**config.mk**
```make
export PLATFORM = sky130hd
export DESIGN_NAME = wrst_div
export DESIGN_NICKNAME = d
export VERILOG_FILES = /design/src/design/wrst_pkg.sv /design/src/design/wrst_div.sv
export SDC_FILE = /design/constraint.sdc
export NUM_CORES = 1
export LEC_CHECK = 0
export ABC_AREA = 1
export BUFFER_PORTS_ARGS = -buffer_cell sky130_fd_sc_hd__buf_2
export CORE_MARGIN = 4
export CORE_UTILIZATION = 50
export DETAILED_ROUTE_END_ITERATION = 10
export GPL_ROUTABILITY_DRIVEN = 0
export PLACE_DENSITY = 0.73
export SYNTH_ARGS = -nofsm -noshare
export SYNTH_HDL_FRONTEND = slang
export SYNTH_SLANG_ARGS = --single-unit
```
**constraint.sdc**
```tcl
create_clock -name clk -period 5.2 [get_ports clk]
set_clock_uncertainty 0.05 [all_clocks]
set_input_delay 0.52 -clock clk [delete_from_list [all_inputs] [get_ports clk]]
set_output_delay 0.52 -clock clk [all_outputs]
set_load 0.005 [all_outputs]
```
**src/design/wrst_pkg.sv**
```systemverilog
// Shared types and constants for the running statistics table.
`timescale 1ns / 1ps

package wrst_pkg;

    // Default table depth and sample width.
    localparam int DEF_SLOTS       = 64;
    localparam int DEF_SAMPLE_BITS = 32;

    // Fixed field widths of the transactions.
    localparam int SLOT_W  = 6;
    localparam int TIME_W  = 32;
    localparam int COUNT_W = 16;
    localparam int SUM_W   = 63;
    localparam int PROD_W  = 64;

    // Largest value the squared deviation sum can hold.
    localparam logic [SUM_W-1:0] SUM_MAX = {SUM_W{1'b1}};

    // One update command.
    typedef struct packed {
        logic [SLOT_W-1:0]  slot_index;
        logic [TIME_W-1:0]  sample_time;
        logic [COUNT_W-1:0] sample_count;
    } cmd_t;

    // One update result.
    typedef struct packed {
        logic [TIME_W-1:0] new_mean;
        logic [SUM_W-1:0]  new_sq_dev_sum;
        logic              sum_saturated;
    } result_t;

endpackage

```
**src/design/wrst_div.sv**
```systemverilog
// Bit-serial restoring divider: one quotient bit per cycle.
`timescale 1ns / 1ps

module wrst_div
    import wrst_pkg::*;
#(
    parameter int DW = DEF_SAMPLE_BITS
)
(
    input  logic               clk,
    input  logic               rst_n,
    input  logic               start,
    input  logic [DW-1:0]      dividend,
    input  logic [COUNT_W-1:0] divisor,
    output logic               done,
    output logic [DW-1:0]      quotient
);

    localparam int CNT_W = $clog2(DW + 1);

    logic [DW-1:0]      qr_reg, qr_next;
    logic [COUNT_W-1:0] rem_reg, rem_next;
    logic [CNT_W-1:0]   cnt_reg, cnt_next;
    logic               run_reg, run_next;
    logic               done_reg, done_next;
    logic [COUNT_W:0]   trial;
    logic               fits;

    // Shift the next dividend bit into the partial remainder and test it.
    assign trial = {rem_reg, qr_reg[DW-1]};
    assign fits  = (trial >= {1'b0, divisor});

    always_comb
    begin
        qr_next   = qr_reg;
        rem_next  = rem_reg;
        cnt_next  = cnt_reg;
        run_next  = run_reg;
        done_next = 1'b0;
        if (start)
        begin
            qr_next  = dividend;
            rem_next = '0;
            cnt_next = CNT_W'(DW);
            run_next = 1'b1;
        end
        else if (run_reg)
        begin
            qr_next  = {qr_reg[DW-2:0], fits};
            rem_next = fits ? COUNT_W'(trial - {1'b0, divisor}) : trial[COUNT_W-1:0];
            cnt_next = cnt_reg - CNT_W'(1);
            if (cnt_reg == CNT_W'(1))
            begin
                run_next  = 1'b0;
                done_next = 1'b1;
            end
        end
    end

    // Control state.
    always_ff @(posedge clk or negedge rst_n)
    begin
        if (!rst_n)
        begin
            cnt_reg  <= '0;
            run_reg  <= 1'b0;
            done_reg <= 1'b0;
        end
        else
        begin
            cnt_reg  <= cnt_next;
            run_reg  <= run_next;
            done_reg <= done_next;
        end
    end

    // Data shift registers.
    always_ff @(posedge clk)
    begin
        qr_reg  <= qr_next;
        rem_reg <= rem_next;
    end

    assign done     = done_reg;
    assign quotient = qr_reg;

endmodule

```
==> Word-level counts from Yosys, hierarchy flattened <==
Cells that the tools add are included.
{ "op_classes": {"n_addsub": 2, "n_mul": 0, "div_mod_pow": 0, "n_lt_le_gt_ge": 1, "n_eq_ne": 1, "shift": 0, "muxes": 11, "bitwise": 0, "n_reduce_logical": 1} }
{ "ops": {"columns": ["cell", "n"], "rows": [
  ["32-bit two-way mux", 2],
  ["17-bit by 16-bit greater-or-equal comparator with 1-bit output", 1],
  ["16-bit two-way mux", 1],
  ["16-bit subtractor", 1],
  ["6-bit two-way mux", 2],
  ["6-bit by 1-bit == test with 1-bit output (second input constant)", 1],
  ["1-bit two-way mux", 6],
  ["6-bit by 1-bit subtractor with 6-bit output (second input constant)", 1],
  ["2-bit nonzero test", 1]
]} }
{ "word_totals": {"regBits": 56, "latch_bits": 0, "ramBits": 0, "mem_bits_ro": 0, "inputBits": 51, "output_inout_bits": 33, "wordCells": 21, "memories": 0} }

==> Longest topological paths before layout <==
{ "depth": {"depth_word": 4, "mapped_depth": 14, "ltp_nobuf": 14} }

==> Worst setup path before layout <==
Ideal clock, no wire load.
{ "synth_path": {"path_type": "input port to flip-flop", "start": "input start", "end": "register qr_reg[0] (netlist: quotient[0]) (enable)", "setup_ns": 0.409, "arrival_ns": 2.051, "required_ns": 4.741, "setup_slack_ns": 2.691, "path_stages": 4, "path_buffers": 2, "path_cell_list": "clkbuf_1 nor2_1 inv_1 clkbuf_1"} }
{ "synth_via": {"elab_chain_len": 1} }
{ "synth_lines": {"columns": ["element", "line", "source"], "rows": [
  ["start, declared", "wrst_div.sv:12", "input logic start,"],
  ["2-bit nonzero test (no line)", null, null],
  ["end signal, assigned", "wrst_div.sv:80", "qr_reg <= qr_next;"],
  ["end, declared", "wrst_div.sv:21", "logic [DW-1:0] qr_reg, qr_next;"]
]} }
No other way between the ends.
A chain may end at the register's enable or synchronous reset.

==> Worst setup path after layout <==
{ "layout_path": {"start": "register rem_reg[11]", "end": "register rem_reg[14]"} }
{ "layout_via": {"elab_chain_len": 2, "elab_cells_between_ends": 3, "cone_classes": "add/sub: 1; order compare: 1; mux: 1"} }
{ "layout_lines": {"columns": ["element", "line", "source"], "rows": [
  ["start, declared", "wrst_div.sv:22", "logic [COUNT_W-1:0] rem_reg, rem_next;"],
  ["start signal, assigned", "wrst_div.sv:81", "rem_reg <= rem_next;"],
  ["16-bit subtractor or 17-bit by 16-bit greater-or-equal comparator with 1-bit output (tied branches)", "wrst_div.sv:50, wrst_div.sv:31", null],
  ["16-bit two-way mux *", "wrst_div.sv:50", "rem_next = fits ? COUNT_W'(trial - {1'b0, divisor}) : trial[COUNT_W-1:0];"]
]} }
Mark *: on every way between the ends. The rest lies on a longest branch, timed or not.

==> impl_results.md <==
- Largest area contributor in the netlist: edfxtp_1
- Layout area overhead: 16.9%
- Later-pin clock latency in the skew report: 0.31 ns
- Most frequent CP cell: nand2_1
- Synth Area in Simple Gates: 35.5%
- H-tree depth: 2
- Max Clk Rate: 469 MHz
- IO Pins: 84
- CTS-repair resized insts: 0
- Post-Synth XOR/XNOR Area: 1.47%
- CP Buf/Inv Count: 0
- Top cells by area, synth: edfxtp_1, nand2_1, dfxtp_1
- Top cells by count, synth: nand2_1, inv_1, nand3_1, edfxtp_1
- Mux cell area share after synthesis: 0%
- Measured slew at the worst slew-check pin: 1.10 ns
- Critical path class: flip-flop to flip-flop
- Largest family of logic cells by synthesized area: simple AND/OR/NAND/NOR gates
- Count leader, synth: nand2_1
- Buffers on Ports: 83
- Worst setup margin: 3.07 ns
- Hold path cells: 3
- Top FF cell, synth: edfxtp_1
- Setup violators final: 0
- Register bit total from synthesis: 56
- Grt ovf: 0
- CTS Buffer Depth: 2
- Slowest-stage cell, CP: nor2_4
- Global routing usage on met1: 26.4%
- Min-Delay Path Class: input port to flip-flop
- Gr busiest metal: met2
- Initial antenna violation count: 0
- Vias in the first global route: 3,059
- Share of the synthesized area in the top cell type: 26.9%
- Synth Area in Compound Gates: 4.97%
- Final hold vios: 0
- Clock root buffer: clkbuf_8
- Post-route DRC: 0
- CTS tree: yes
- Rel. slew slack: 26.9%
- Clock Sink Count: 56
- Synth warnings: 0
- Largest net degree at the start of global routing: 44
- Met3 global-route usage: 3.17%
- Hold slack: 0.419 ns
- Run status: finished, final reports clean
- Die height: 92.6 µm
- Worst R2R End: rem_reg[14]
- Cts bufs inserted: 5
- Antenna fix cells: 0
- Final period util: 41.0%
- Placeable Area: 0.00687 mm²
- Hold EP: quotient[12]
- Count of cell types in the netlist: 35
- Slew Limit Fails: 0
- Initial Util: 52.1%
- Site Rows: 30
- Min Tclk post-route: 2.13 ns
- Worst Setup Start Kind: flip-flop
- Initial DRC count: 161
- Routed Antenna Nets: 0
- Max-cap viol count: 0
- GRT met2 Usage: 30.5%
- HPWL after detailed placement: 6360 µm
- Cell Area, Synth: 0.00358 mm²
- Max VDD drop: 207 µV
- CP Max Fanout: 18
- PwrDens: 395 mW/mm²
- Crit path max-delay family: simple AND/OR/NAND/NOR gates
- Die width: 92.6 µm
- Worst r2r src: rem_reg[11]
- Tot GR Track Use: 19.2%
- Layout Nets: 650
- EDFF count, synth: 32
- Setup WS pre-CTS: 2.80 ns
- Synth Area in Adders: 6.86%
- CP required: 5.40 ns
- Syn Inst Count: 501
- Clk slew on worst S/H paths: 0.11 ns
- Worst EP arrival: 2.33 ns
- Seq/Total Area, Yosys: 41.4%
- Critical-path cell list: ha_1 > a21oi_1 > a21oi_2 > nor2_4 > nand2_4 > nand2_1 > nand3_1 > nand2_1
- Share of cells above drive strength 1: 18.1%
- WL/cell: 12.1 µm
- Die Area: 0.00857 mm²
- Mean Syn Cell Area: 7.14 µm²
- Largest register FFs: 32
- Leakage: 2.34 nW
- Net Count, Synth: 571
- Vias per std cell: 4.87
- Reg2reg path depth: 8
- Routed vias: 3,297
- RSZ-0062 raised after global routing: false
- Async set-reset flop share out of synthesis: 14.3%
- CP endpoint kind: flip-flop
- Pre-antenna DRT Iters: 5
- First-pass GRT wire length: 13,500 µm
- Hold_sp: dividend[12]
- Total wire length: 8220 µm
- Max incr delay on CP: 0.39 ns
- R2R Setup Slk: 3.07 ns
- Setup TNS: 0 ns
==> area by class of cell <==
cell class                 instances  area [µm²]
sequential                        56        1480
fill                             657        2690
timing repair buffer              85         433
multi-input combinational        356        1750
clock inverter                     3        46.3
inverter                          76         285
clock buffer                       5        68.8
tap                               96         120
==> tightest hold or removal path, cell delays in order <==
cell	delay [ns]
buf_2	0.07
nand2_1	0.04
nand2_1	0.05
==> per-stage QoR <==
| stage | total power, W | util, % | area (µm²) | cells |
|---|---|---|---|---|
| 6_report | 0.00165 | 60.9 | 4180 | 677 |
| 5_1_grt | 0.00179 | 60.9 | 4180 | 677 |
| 4_1_cts | 0.00166 | 60.9 | 4180 | 677 |
| 3_5_place_dp | 0.00136 | 59.0 | 4060 | 668 |
| 3_3_place_gp | 0.00135 | 59.0 | 4060 | 668 |
| 2_1_floorplan | 0.00119 | - | 3580 | 501 |
==> repair_timing <==
action / 4_1_cts / 5_1_grt
setup buffers: 0 / 0
hold buffers: 1 / 0
endpoints found under the hold margin: 8 / 0
==> worst max-delay path by stage <==
stage / from / end / slack [ns] / depth (start not counted)
2_1_floorplan: start / quotient[0] / 2.69 / 4
3_3_place_gp: divisor[12] / rem_reg[9] / 2.83 / 10
3_5_place_dp: divisor[12] / rem_reg[9] / 2.80 / 10
4_1_cts: rem_reg[10] / rem_reg[14] / 3.09 / 10
5_1_grt: rem_reg[11] / rem_reg[10] / 2.84 / 8
6_report: rem_reg[11] / rem_reg[14] / 3.07 / 8
==> where the power goes <==
part	internal, W	leakage (nW)	switching (W)	total, W
Combinational	0.000284	1.70	0.000455	0.000739
Sequential	0.000560	0.580	0.0000595	0.000620
Clock	0.000145	0.0548	0.000148	0.000293
==> routing by layer <==
| layer | vias up | part of all wire [%] |
|---|---|---|
| met4 | 0 | 2.8 |
| met2 | 93 | 45 |
| met1 | 1463 | 47 |
| met5 | - | 0 |
| met3 | 18 | 5.0 |
| li1 | 1723 | - |
==> cell usage in the layout, fill, tap and decap left out, types with 3 or more instances in the layout <==
master and n:
buf_2 83, nand3_1 40, ha_1 18, nand3b_1 7, nor2_1 18, a21oi_1 9
nand4_1 4, dfxtp_1 16, clkbuf_8 5, inv_1 76, o21ai_0 12, nor3_1 4
nor2_2 3, nand2_1 215, xnor2_1 5, dfrtp_1 8, edfxtp_1 32
==> cell families after synthesis <==
logic type,after synthesis
buffers and inverters,89
AO/OA/AOI/OAI,31
flip-flops,56
adder cells (fa/ha/maj),19
AND/OR/NAND/NOR,300
XOR/XNOR,6
Note: power is estimated with default switching activity, not from simulation.
