===== src/design/wrst_pkg.sv =====
// Shared types and constants for the running statistics table.
`timescale 1ns / 1ps

package wrst_pkg;

    // Default table depth and sample width.
    localparam int DEF_SLOTS       = 64;
    localparam int DEF_SAMPLE_BITS = 32;

    // Fixed field widths of the transactions.
    localparam int SLOT_W  = 6;
    localparam int TIME_W  = 32;
    localparam int COUNT_W = 16;
    localparam int SUM_W   = 63;
    localparam int PROD_W  = 64;

    // Largest value the squared deviation sum can hold.
    localparam logic [SUM_W-1:0] SUM_MAX = {SUM_W{1'b1}};

    // One update command.
    typedef struct packed {
        logic [SLOT_W-1:0]  slot_index;
        logic [TIME_W-1:0]  sample_time;
        logic [COUNT_W-1:0] sample_count;
    } cmd_t;

    // One update result.
    typedef struct packed {
        logic [TIME_W-1:0] new_mean;
        logic [SUM_W-1:0]  new_sq_dev_sum;
        logic              sum_saturated;
    } result_t;

endpackage


===== src/design/wrst_mul.sv =====
// Digit-serial multiplier: two multiplier bits per cycle, shift and add.
`timescale 1ns / 1ps

module wrst_mul
    import wrst_pkg::*;
#(
    parameter int OW = DEF_SAMPLE_BITS
)
(
    input  logic            clk,
    input  logic            rst_n,
    input  logic            start,
    input  logic [OW-1:0]   multiplicand,
    input  logic [OW-1:0]   multiplier,
    output logic            done,
    output logic [2*OW-1:0] product
);

    localparam int STEPS = (OW + 1) / 2;
    localparam int LW    = 2 * STEPS;
    localparam int CNT_W = $clog2(STEPS + 1);

    logic [OW-1:0]    mcand_reg, mcand_next;
    logic [OW+1:0]    triple_reg, triple_next;
    logic [OW-1:0]    acc_reg, acc_next;
    logic [LW-1:0]    lo_reg, lo_next;
    logic [CNT_W-1:0] cnt_reg, cnt_next;
    logic             run_reg, run_next;
    logic             done_reg, done_next;
    logic [OW+1:0]    pp;
    logic [OW+1:0]    psum;
    logic [OW+LW-1:0] prod_full;

    // Partial product for the current radix-4 digit.
    always_comb
    begin
        case (lo_reg[1:0])
            2'd0:    pp = '0;
            2'd1:    pp = {2'b00, mcand_reg};
            2'd2:    pp = {1'b0, mcand_reg, 1'b0};
            default: pp = triple_reg;
        endcase
    end

    // The running high half stays below the multiplicand, so the sum fits.
    assign psum = {2'b00, acc_reg} + pp;

    always_comb
    begin
        mcand_next  = mcand_reg;
        triple_next = triple_reg;
        acc_next    = acc_reg;
        lo_next     = lo_reg;
        cnt_next    = cnt_reg;
        run_next    = run_reg;
        done_next   = 1'b0;
        if (start)
        begin
            mcand_next  = multiplicand;
            triple_next = {1'b0, multiplicand, 1'b0} + {2'b00, multiplicand};
            acc_next    = '0;
            lo_next     = LW'(multiplier);
            cnt_next    = CNT_W'(STEPS);
            run_next    = 1'b1;
        end
        else if (run_reg)
        begin
            acc_next = psum[OW+1:2];
            lo_next  = {psum[1:0], lo_reg[LW-1:2]};
            cnt_next = cnt_reg - CNT_W'(1);
            if (cnt_reg == CNT_W'(1))
            begin
                run_next  = 1'b0;
                done_next = 1'b1;
            end
        end
    end

    // Control state.
    always_ff @(posedge clk or negedge rst_n)
    begin
        if (!rst_n)
        begin
            cnt_reg  <= '0;
            run_reg  <= 1'b0;
            done_reg <= 1'b0;
        end
        else
        begin
            cnt_reg  <= cnt_next;
            run_reg  <= run_next;
            done_reg <= done_next;
        end
    end

    // Operand and product shift registers.
    always_ff @(posedge clk)
    begin
        mcand_reg  <= mcand_next;
        triple_reg <= triple_next;
        acc_reg    <= acc_next;
        lo_reg     <= lo_next;
    end

    assign prod_full = {acc_reg, lo_reg};
    assign product   = prod_full[2*OW-1:0];
    assign done      = done_reg;

endmodule


===== config.mk =====
export PLATFORM = sky130hd
export DESIGN_NAME = wrst_mul
export DESIGN_NICKNAME = d
export VERILOG_FILES = /design/src/design/wrst_pkg.sv /design/src/design/wrst_mul.sv
export SDC_FILE = /design/constraint.sdc
export NUM_CORES = 1
export LEC_CHECK = 0
export BUFFER_PORTS_ARGS = -buffer_cell sky130_fd_sc_hd__buf_4
export CAP_MARGIN = 20
export CORE_UTILIZATION = 45
export DETAILED_ROUTE_END_ITERATION = 10
export PLACE_DENSITY = 0.66
export SKIP_CTS_REPAIR_TIMING = 1
export SYNTH_ARGS = -nofsm -noshare
export SYNTH_HDL_FRONTEND = slang
export SYNTH_SLANG_ARGS = --single-unit

===== constraint.sdc =====
create_clock -name clk -period 4.2 [get_ports clk]
set_input_delay 0.84 -clock clk [delete_from_list [all_inputs] [get_ports clk]]
set_output_delay 0.84 -clock clk [all_outputs]
set_load 0.1 [all_outputs]

Word-level counts from Yosys, hierarchy flattened
Cells that the tools add are included.
{ "classes": {"add_sub_neg": 3, "eq_ne": 3, "reduce_logical": 2, "n_mux": 11} }
{ "ops": {"columns": ["cell", "n"], "rows": [
  ["case mux 34 bit (3 select lines)", 1],
  ["2-to-1 mux 32 bit", 2],
  ["adder 32 x 34 -> 34 bit", 1],
  ["adder 33 x 32 -> 34 bit", 1],
  ["2-to-1 mux 5 bit", 2],
  ["2-to-1 mux 1 bit", 6],
  ["== test 5 x 1 -> 1 bit (second input constant)", 1],
  ["subtractor 5 x 1 -> 5 bit (second input constant)", 1],
  ["== test 2 x 1 -> 1 bit (second input constant)", 1],
  ["== test 2 bit (second input constant)", 1],
  ["zero test 2 bit", 1],
  ["nonzero test 2 bit", 1]
]} }
{ "word_totals": {"input_bits": 67, "regBits": 137, "out_inout_bits": 65, "elab_cells": 26} }

Logic depth before layout (Yosys ltp)
Gate-level depths: netlist (run 1).
{ "logic_depth": {"depth_word": 5, "mapped_depth": 14, "mapped_depth_nobuf": 12} }

Least setup slack after synthesis (run 1)
No wires, ideal clock.
{ "synth_path": {"path_kind": "reg-to-reg", "from": "reg lo_reg[0]", "to": "reg acc_reg[30]", "setup_slack_ps": 129, "path_buffers": 2, "period_less_slack_ps": 4071, "arrival_ps": 3997, "setup_time_ps": 74, "required_time_ps": 4126, "path_stages_with_launch": 14, "path_cell_list": "edfxtp_1 clkbuf_1 buf_1 mux2_2 a22o_1 ha_1 a21oi_1 o21ai_1 a21boi_0 o21ai_0 o31ai_2 nand2_1 or3_1 a31oi_1"} }
{ "synth_via": {"elab_chain_cells": 3, "elab_cells_between_ends": 5, "cone_classes": "add/sub: 1; eq/ne: 2; mux: 1; reduce/logical: 1"} }
{ "synth_rtl": {"columns": ["item", "line_no", "rtl"], "rows": [
  ["from (decl)", "wrst_mul.sv:26", "logic [LW-1:0] lo_reg, lo_next;"],
  ["from (signal assigned)", "wrst_mul.sv:102", "lo_reg <= lo_next;"],
  ["== test 2 bit, or another cell as far along", "wrst_mul.sv:37", "case (lo_reg[1:0])"],
  ["case mux 34 bit (3 select lines) *", "wrst_mul.sv:37", null],
  ["adder 32 x 34 -> 34 bit *", "wrst_mul.sv:46", "assign psum = {2'b00, acc_reg} + pp;"],
  ["to (signal assigned)", "wrst_mul.sv:101", "acc_reg <= acc_next;"],
  ["to (decl)", "wrst_mul.sv:25", "logic [OW-1:0] acc_reg, acc_next;"]
]} }
Every way passes the cells marked *; elsewhere a longest branch is shown, timed or not.
A chain may end at the register's enable or synchronous reset.

Worst setup path after layout (run 1)
Same ends and word-level chain as after synthesis.

==> results of run 1 <==
-- stage by stage --
step / utilization / cells / total power, mW / area (µm²) / hold WS (ps)
2_1_floorplan: - / 852 / 4.87 / 8820 / 485
3_3_place_gp: 0.530 / 1212 / 5.66 / 10100 / 463
3_5_place_dp: 0.531 / 1213 / 5.68 / 10100 / 464
4_1_cts: 0.562 / 1245 / 7.18 / 10700 / 212
5_1_grt: 0.562 / 1245 / 7.54 / 10700 / 216
6_report: 0.562 / 1245 / 7.14 / 10700 / 228
-- placed cells by master (no fill, tap or decap), drive strengths merged, types with 4 or more instances in the layout --
cell and count:
a211oi 10, a21o 25, a21oi 62, a22o 32
a31oi 8, and3 7, buf 139, clkbuf 17
dfrtp 7, dfxtp 32, edfxtp 97, ha 67
inv 37, mux2 62, mux2i 12, nand2 60
nand2b 10, nand3 15, nand4 9, nor2 55
nor2b 9, nor3 10, o211ai 6, o21a 12
o21ai 54, o21bai 12, o31ai 7, or3 4
xnor2 35, xor2 19
-- worst max-delay path by stage --
stage / endpoint / start / slack (ps)
global route: acc_reg[30]$_SDFFE_PP0P_ / lo_reg[0]$_DFFE_PP_ / 460
detailed placement: triple_reg[31]$_DFFE_PP_ / multiplicand[1] / 660
finish: acc_reg[30]$_SDFFE_PP0P_ / lo_reg[0]$_DFFE_PP_ / 730
global placement: triple_reg[31]$_DFFE_PP_ / multiplicand[1] / 690
floorplan: acc_reg[30]$_SDFFE_PP0P_ / lo_reg[0]$_DFFE_PP_ / 130
CTS: acc_reg[30]$_SDFFE_PP0P_ / lo_reg[0]$_DFFE_PP_ / 750
-- per-layer routing --
metal / vias up / part of all wire
met1: 3241 / 0.48
met3: 37 / 0.043
met5: - / 0
met2: 183 / 0.45
li1: 3453 / -
met4: 0 / 0.027
-- power groups by stage --
stage | registers (mW) | clock network, mW | logic [mW]
floorplan | 3.26 | 0 | 1.61
global placement | 2.01 | 0 | 3.66
detailed placement | 2.01 | 0 | 3.67
CTS | 1.98 | 1.50 | 3.69
global route | 2.01 | 1.56 | 3.96
finish | 1.98 | 1.47 | 3.69
-- cell families after synthesis --
| logic type | after synthesis | share of synthesized area |
|---|---|---|
| AOI/OAI and AO/OA | 255 | 0.198 |
| xor gates and xnor gates | 54 | 0.0536 |
| adders and majority gates | 69 | 0.0995 |
| buffers and inverters | 68 | 0.0291 |
| DFF | 136 | 0.423 |
| muxes | 74 | 0.0927 |
| and+or+nand+nor | 196 | 0.105 |
-- worst register-to-register path, stage by stage, from the launching register on --
cell and delay [ps]:
edfxtp_1 460, buf_12 240, mux2_2 380, a22o_1 190, ha_1 360, a21oi_1 180, o21ai_1 100, a21boi_0 230
o21ai_0 190, o31ai_2 450, nand2_1 110, or3_1 350, a31oi_1 150
-- Yosys cell counts (15+ instances only) --
cell / n
nand3_1: 15
ha_1: 67
xnor2_1: 35
o21ai_0: 50
nor2_1: 55
nand2_1: 60
edfxtp_1: 97
clkbuf_1: 32
xor2_1: 19
a21o_1: 24
a21oi_1: 58
mux2_2: 62
dfxtp_1: 32
a22o_1: 32
inv_1: 30
-- cell type report --
type	instances	area, µm²	share of cell area
inverter	30	113	0.0106
multi-input combinational	648	4840	0.454
clock inverter	15	163	0.0153
sequential	136	3730	0.350
timing repair buffer	139	1060	0.0998
clock buffer	17	425	0.0399
tap	260	325	0.0305
==> out/results.ini, run 1 <==
[outcome]
status = finished clean

[global_route]
grtUsageTotal = 0.208
use_met2 = 0.338
met1_usage = 0.273
grt_max_degree = 76
met3_usage = 0.0357
gr-total-overflow = 0
grt_most_used_layer = met2
grt_pass1_vias = 6701
antenna_found_initial = 0
grt_pass1_wl_mm = 32.9

[clocking]
cts-root-buf = clkbuf_16
ctsLongestPathBuffers = 2
htree_levels = 4
cts_inserted_buffers = 17
worstSkewPairLatency_ps = 420
cts_tree = yes
cts.sinks = 136
path_clk_slew_ps = 60

[die]
die_x_um = 142
rows = 50
start_util = 0.465
fp.dieH_um = 142
die_area_um2 = 20200
core_um2 = 19000
top_level_ports = 132

[detailed_routing]
post_drt_wl_per_cell_um = 16.5
viasPerCell = 5.55
postRouteAntennaNets = 0
totalWireLength_mm = 20.5
drcViolationCount = 0
drt_iter0_markers = 270
dr_total_vias = 6914
drt-pass1-iter-count = 5

[sta]
fin_crit_sh = 0.826
setup_viol = 0
final.setup_skew_ps = 7.38
rsz0062_at_grt = no
hold_viol_final = 0
tightest_slew_ps = 863
fin_ws_ps = 731
clock.fmax_ghz = 0.288
tns_ps = 0
slew_headroom = 0.424
min_period_ps = 3470
final_max_slew_viol_count = 0

[final_layout]
drive_gt1_frac = 0.255
layout.nets = 1108
syn_to_final_growth_pct = 20.8
diodes = 0
largest_reg_flops = 33
nFillCells = 1642

[critical_path]
cpPeakStageDelay_ps = 460
cp.arrival_ps = 3810
crit_cells = 12
worstPathCellList = buf_12 > mux2_2 > a22o_1 > ha_1 > a21oi_1 > o21ai_1 > a21boi_0 > o21ai_0 > o31ai_2 > nand2_1 > or3_1 > a31oi_1
critPathCaptureType = flop
path_delay_family = compound AO/OA/AOI/OAI gates
critPathKind = reg2reg
start_kind = flop
ff2ff_setup_slack_ps = 730
worst-path-buf-inv = 1
reg2reg_depth = 12
rr_startpoint = lo_reg[0]$_DFFE_PP_
cp_slowest_cell = edfxtp_1
worst_ep_required_time_ps = 4540
cp_max_fo = 32
r2r_end = acc_reg[30]$_SDFFE_PP0P_

[power]
pwr-share-seq = 0.277
internal_power_mw = 3.79
pwr-share-comb = 0.517
leakage_nw = 4.60
switching_share = 0.470
peakVddDrop_mv = 0.414
pwr-share-clk = 0.206
p_per_area_nw_per_um2 = 670
power_switching_mw = 3.36

[worst_hold_path]
holdCritPathClass = in2async

[synthesis]
async_flop_share = 0.0515
synthTopCellsByArea = edfxtp_1, ha_1, mux2_2, dfxtp_1, xnor2_1
synth_area_leader_cell = edfxtp_1
avgSynthCellArea_um2 = 10.4
synth_edf_count = 97
synth_top_flop_cell = edfxtp_1
syn-cell-area_um2 = 8820
ys_types = 68
synth-seq-cells = 136
syn_inst = 852
synth_top_area_share = 0.330
syn_nets = 988
seq_area_frac_synth = 0.423
synth_warnings = 0

[placement]
dpl_worst_slack_ps = 658
place_congestion = 0.884
dp_hpwl_mm = 15.7
io_buffers = 131

[flow_run]
drv_cap = 0

Note: power is estimated with default switching activity, not from simulation.
==> inputs of run 2 (changes only) <==
clock period = 3.21 ns   (was 4.2 ns; I/O delays follow)
==> out/results.ini, run 2 (synthesis gave the netlist of run 1 again) <==
[outcome]
status = complete, but fails checks
violations = negative setup slack

[sta]
tightest_slew_ps = 614
fin_ws_ps = -18.7
clock.fmax_ghz = 0.310
fin_crit_sh = 1.01
final.setup_skew_ps = 7.27
setup_viol = 2
rsz0062_at_grt = yes
final_max_slew_viol_count = 0
min_period_ps = 3230
slew_headroom = 0.590
hold_viol_final = 0

[power]
finalPower_mw = 9.89
internal_power_mw = 5.32
pwr-share-comb = 0.544
peakVddDrop_mv = 0.449
pwr-share-clk = 0.190
switching_share = 0.463
leakage_nw = 4.83
pwr-share-seq = 0.266
p_per_area_nw_per_um2 = 873
power_switching_mw = 4.58

[detailed_routing]
viasPerCell = 5.44
drt_iter0_markers = 329
totalWireLength_mm = 21.1
dr_total_vias = 7010
postRouteAntennaNets = 0
post_drt_wl_per_cell_um = 16.4
drt-pass1-iter-count = 4
drcViolationCount = 0

[die]
die_x_um = 142
core_um2 = 19000
fp.dieH_um = 142
top_level_ports = 132
rows = 50
die_area_um2 = 20200
start_util = 0.465

[clocking]
cts_tree = yes
path_clk_slew_ps = 60
cts_inserted_buffers = 17
cts-root-buf = clkbuf_16
worstSkewPairLatency_ps = 420
htree_levels = 4
cts.sinks = 136
ctsLongestPathBuffers = 2

[placement]
io_buffers = 131
dp_hpwl_mm = 16.0
place_congestion = 0.905
dp_cells = 1248
placed_area_um2 = 10500

[flow_run]
drv_cap = 0

[critical_path]
setup.worst_path.end = acc_reg[23]$_SDFFE_PP0P_
cp_max_fo = 8
cp_slowest_cell = edfxtp_1
critPathKind = reg2reg
r2r_end = acc_reg[23]$_SDFFE_PP0P_
rr_startpoint = lo_reg[0]$_DFFE_PP_
critPathCaptureType = flop
worstPathCellList = buf_6 > mux2_2 > a22o_1 > ha_4 > a211oi_2 > o21ai_1 > a221oi_2 > nor2_1 > a21o_1 > nand2b_4 > a21o_1 > a221o_1
reg2reg_depth = 12
cp-startpoint = lo_reg[0]$_DFFE_PP_
cpPeakStageDelay_ps = 420
start_kind = flop
worst_ep_required_time_ps = 3520
cp.arrival_ps = 3530
worst_path_most_repeated_cell = a21o_1
ff2ff_setup_slack_ps = -20

[final_layout]
layout_commonest_cell = buf_4
finalNonFillerCells = 1288
syn_to_final_growth_pct = 28.5
layout.nets = 1151
drive_gt1_frac = 0.325
final_cell_mix = buf_4, edfxtp_1, nand2_1, mux2_2, nor2_1
fin_area_um2 = 11300
largest_reg_flops = 33
diodes = 0
utilization = 0.598

[global_route]
grtUsageTotal = 0.212
grt_max_degree = 76
gr-total-overflow = 0
antenna_found_initial = 0
grt_pass1_wl_mm = 33.4
grt_pass1_vias = 6747

[worst_hold_path]
holdCritPathClass = in2async

==> run 2: per-layer routing <==
metal  GRT usage  share of wire
met1       0.283           0.47
met5           0              0
met4      0.0775          0.021
met3      0.0410          0.052
met2       0.343           0.45
==> run 2: per-stage QoR <==
step | hold WS (ps) | worst slack [ps] | TNS [ps]
finish | 29.3 | -18.7 | -29.6
global route | 15.9 | -144 | -553
CTS | 13.7 | -107 | -484
detailed placement | 462 | -53.5 | -144
global placement | 461 | -1.12 | -1.12
floorplan | 346 | -448 | -7430
==> run 2: how the worst min path moves through the flow <==
stage / endpoint / slack, ps / depth (start not counted)
after floorplan: cnt_reg[0]$_DFFE_PN0P_ / 350 / 0
after global placement: cnt_reg[2]$_DFFE_PN0P_ / 460 / 1
after detailed placement: cnt_reg[2]$_DFFE_PN0P_ / 460 / 1
after CTS: cnt_reg[0]$_DFFE_PN0P_ / 10 / 1
after global routing: cnt_reg[0]$_DFFE_PN0P_ / 20 / 1
final: run_reg$_DFF_PN0_ / 30 / 1
==> run 2: worst max-delay path, delay by kind of cell, from the launching register on <==
family	cells	cell delay [ps]
flops	1	420
buf+inv	1	170
mux	1	340
fa+ha+maj	1	230
simple gates	2	260
compound gates	7	1680
==> run 2: power groups by stage <==
stage	logic (mW)	registers, mW	clock network (mW)
2_1_floorplan	2.35	4.29	0
3_3_place_gp	5.17	2.65	0
3_5_place_dp	5.18	2.66	0
4_1_cts	5.21	2.62	1.92
5_1_grt	5.75	2.68	1.99
6_report	5.38	2.64	1.88
==> run 2: area by class of cell <==
| cell class | instances | area (µm²) |
|---|---|---|
| Clock buffer | 17 | 425 |
| Clock inverter | 15 | 151 |
| Fill cell | 1625 | 7620 |
| Inverter | 30 | 113 |
| Multi-Input combinational cell | 648 | 5190 |
| Sequential cell | 136 | 3730 |
| Tap cell | 260 | 325 |
| Timing Repair Buffer | 182 | 1410 |
==> inputs of run 3 (changes only) <==
RECOVER_POWER = 25   (was unset)
clock period = 3.1 ns   (was 3.21 ns; I/O delays follow)
==> out/results.ini, run 3 (synthesis gave the netlist of run 1 again) <==
[critical_path]
critPathCaptureType = flop
cp-startpoint = lo_reg[0]$_DFFE_PP_
cpPeakStageDelay_ps = 440
cp_slowest_cell = edfxtp_1
ff2ff_setup_slack_ps = -120
worst_ep_required_time_ps = 3440
path_delay_family = compound AO/OA/AOI/OAI gates
cp.arrival_ps = 3570
worst-path-buf-inv = 3
r2r_end = acc_reg[30]$_SDFFE_PP0P_
rr_startpoint = lo_reg[0]$_DFFE_PP_
cp_max_fo = 9
start_kind = flop
reg2reg_depth = 14
worstPathCellList = buf_12 > nor2b_4 > buf_4 > a22o_1 > ha_4 > nor2b_1 > o21a_1 > o211ai_1 > buf_4 > a21oi_4 > o31ai_4 > nand2_1 > or3_1 > a31oi_1
worst_path_most_repeated_cell = buf_4
critPathKind = reg2reg
crit_cells = 14
setup.worst_path.end = acc_reg[30]$_SDFFE_PP0P_

[clocking]
path_clk_slew_ps = 60
worstSkewPairLatency_ps = 420
cts_inserted_buffers = 17
cts.sinks = 136
ctsLongestPathBuffers = 2
cts-root-buf = clkbuf_16
htree_levels = 4
cts_tree = yes

[final_layout]
fin_area_um2 = 11600
nFillCells = 1612
layout.nets = 1197
syn_to_final_growth_pct = 31.8
diodes = 0
finalNonFillerCells = 1333
final_cell_mix = buf_4, edfxtp_1, mux2_2, nand2_1, nor2_1
drive_gt1_frac = 0.330
largest_reg_flops = 33
layout_commonest_cell = buf_4

[sta]
fin_ws_ps = -122
slew_headroom = -0.0557
setup_viol = 6
fin_crit_sh = 1.04
min_period_ps = 3220
tightest_slew_ps = 1580
clock.fmax_ghz = 0.310
hold_viol_final = 0
final_max_slew_viol_count = 69
final.setup_skew_ps = 8.43
rsz0062_at_grt = yes

[power]
p_per_area_nw_per_um2 = 913
finalPower_mw = 10.6
leakage_nw = 4.93
peakVddDrop_mv = 0.563

[placement]
placed_area_um2 = 10800
io_buffers = 131
dp_hpwl_mm = 16.8
place_congestion = 0.873
dp_cells = 1290

[global_route]
grt_max_degree = 69
grtUsageTotal = 0.219
gr-total-overflow = 0
grt_pass1_wl_mm = 34.4
grt_pass1_vias = 6993
antenna_found_initial = 0

[worst_hold_path]
min_from = multiplicand[0]
holdCritPathClass = in2reg

[outcome]
violations = max-capacitance violations, max-slew violations, negative setup slack
status = complete, but fails checks

[detailed_routing]
postRouteAntennaNets = 0
drt_iter0_markers = 271
dr_total_vias = 7205
viasPerCell = 5.41
totalWireLength_mm = 22.1
drcViolationCount = 0
drt-pass1-iter-count = 5
post_drt_wl_per_cell_um = 16.6

[die]
start_util = 0.465
die_area_um2 = 20200
top_level_ports = 132
core_um2 = 19000
fp.dieH_um = 142
die_x_um = 142
rows = 50

[flow_run]
drv_cap = 1

==> run 3: cell count changes in the layout (fill, tap and decap cells not counted), sizes merged <==
cell | before | now
inv | 33 | 30
buf | 182 | 189
clkinv | 6 | 8
dlygate4sd3 | 0 | 1
bufinv | 2 | 1
clkbuf | 17 | 56
==> run 3: stage by stage <==
| step | hold WS [ps] | util | TNS, ps | worst slack, ps |
|---|---|---|---|---|
| after floorplan | 324 | - | -10230 | -558 |
| after global placement | 438 | 0.571 | -174 | -69.4 |
| after detailed placement | 441 | 0.571 | -851 | -91.8 |
| after CTS | 0.0940 | 0.600 | -947 | -120 |
| after global routing | 428 | 0.613 | -1920 | -233 |
| final | 432 | 0.613 | -288 | -122 |
==> run 3: worst min-delay path by stage <==
stage	end	depth (start not counted)
2_1_floorplan	cnt_reg[0]$_DFFE_PN0P_	0
3_3_place_gp	cnt_reg[2]$_DFFE_PN0P_	1
3_5_place_dp	cnt_reg[2]$_DFFE_PN0P_	1
4_1_cts	cnt_reg[2]$_DFFE_PN0P_	1
5_1_grt	mcand_reg[0]$_DFFE_PP_	1
6_report	mcand_reg[0]$_DFFE_PP_	1
==> run 3: final cells by class <==
cell class / instances / area (µm²) / share of cell area
sequential: 136 / 3730 / 0.321
tap: 260 / 325 / 0.0280
timing repair buffer: 228 / 1610 / 0.138
multi-input combinational: 648 / 5320 / 0.457
inverter: 30 / 113 / 0.00968
clock inverter: 13 / 109 / 0.00936
clock buffer: 18 / 429 / 0.0369
==> run 3: where the power goes <==
part / switching [mW] / internal [mW]
Clock: 0.746 / 1.09
Combinational: 3.79 / 2.24
Sequential: 0.361 / 2.39
Total: 4.90 / 5.72
==> run 3: routing by layer <==
| metal | vias to the layer above | track usage | part of all wire |
|---|---|---|---|
| met2 | 179 | 0.358 | 0.47 |
| met5 | - | 0 | 0 |
| met4 | 0 | 0.0696 | 0.014 |
| met1 | 3372 | 0.296 | 0.47 |
| li1 | 3635 | - | - |
| met3 | 19 | 0.0363 | 0.043 |
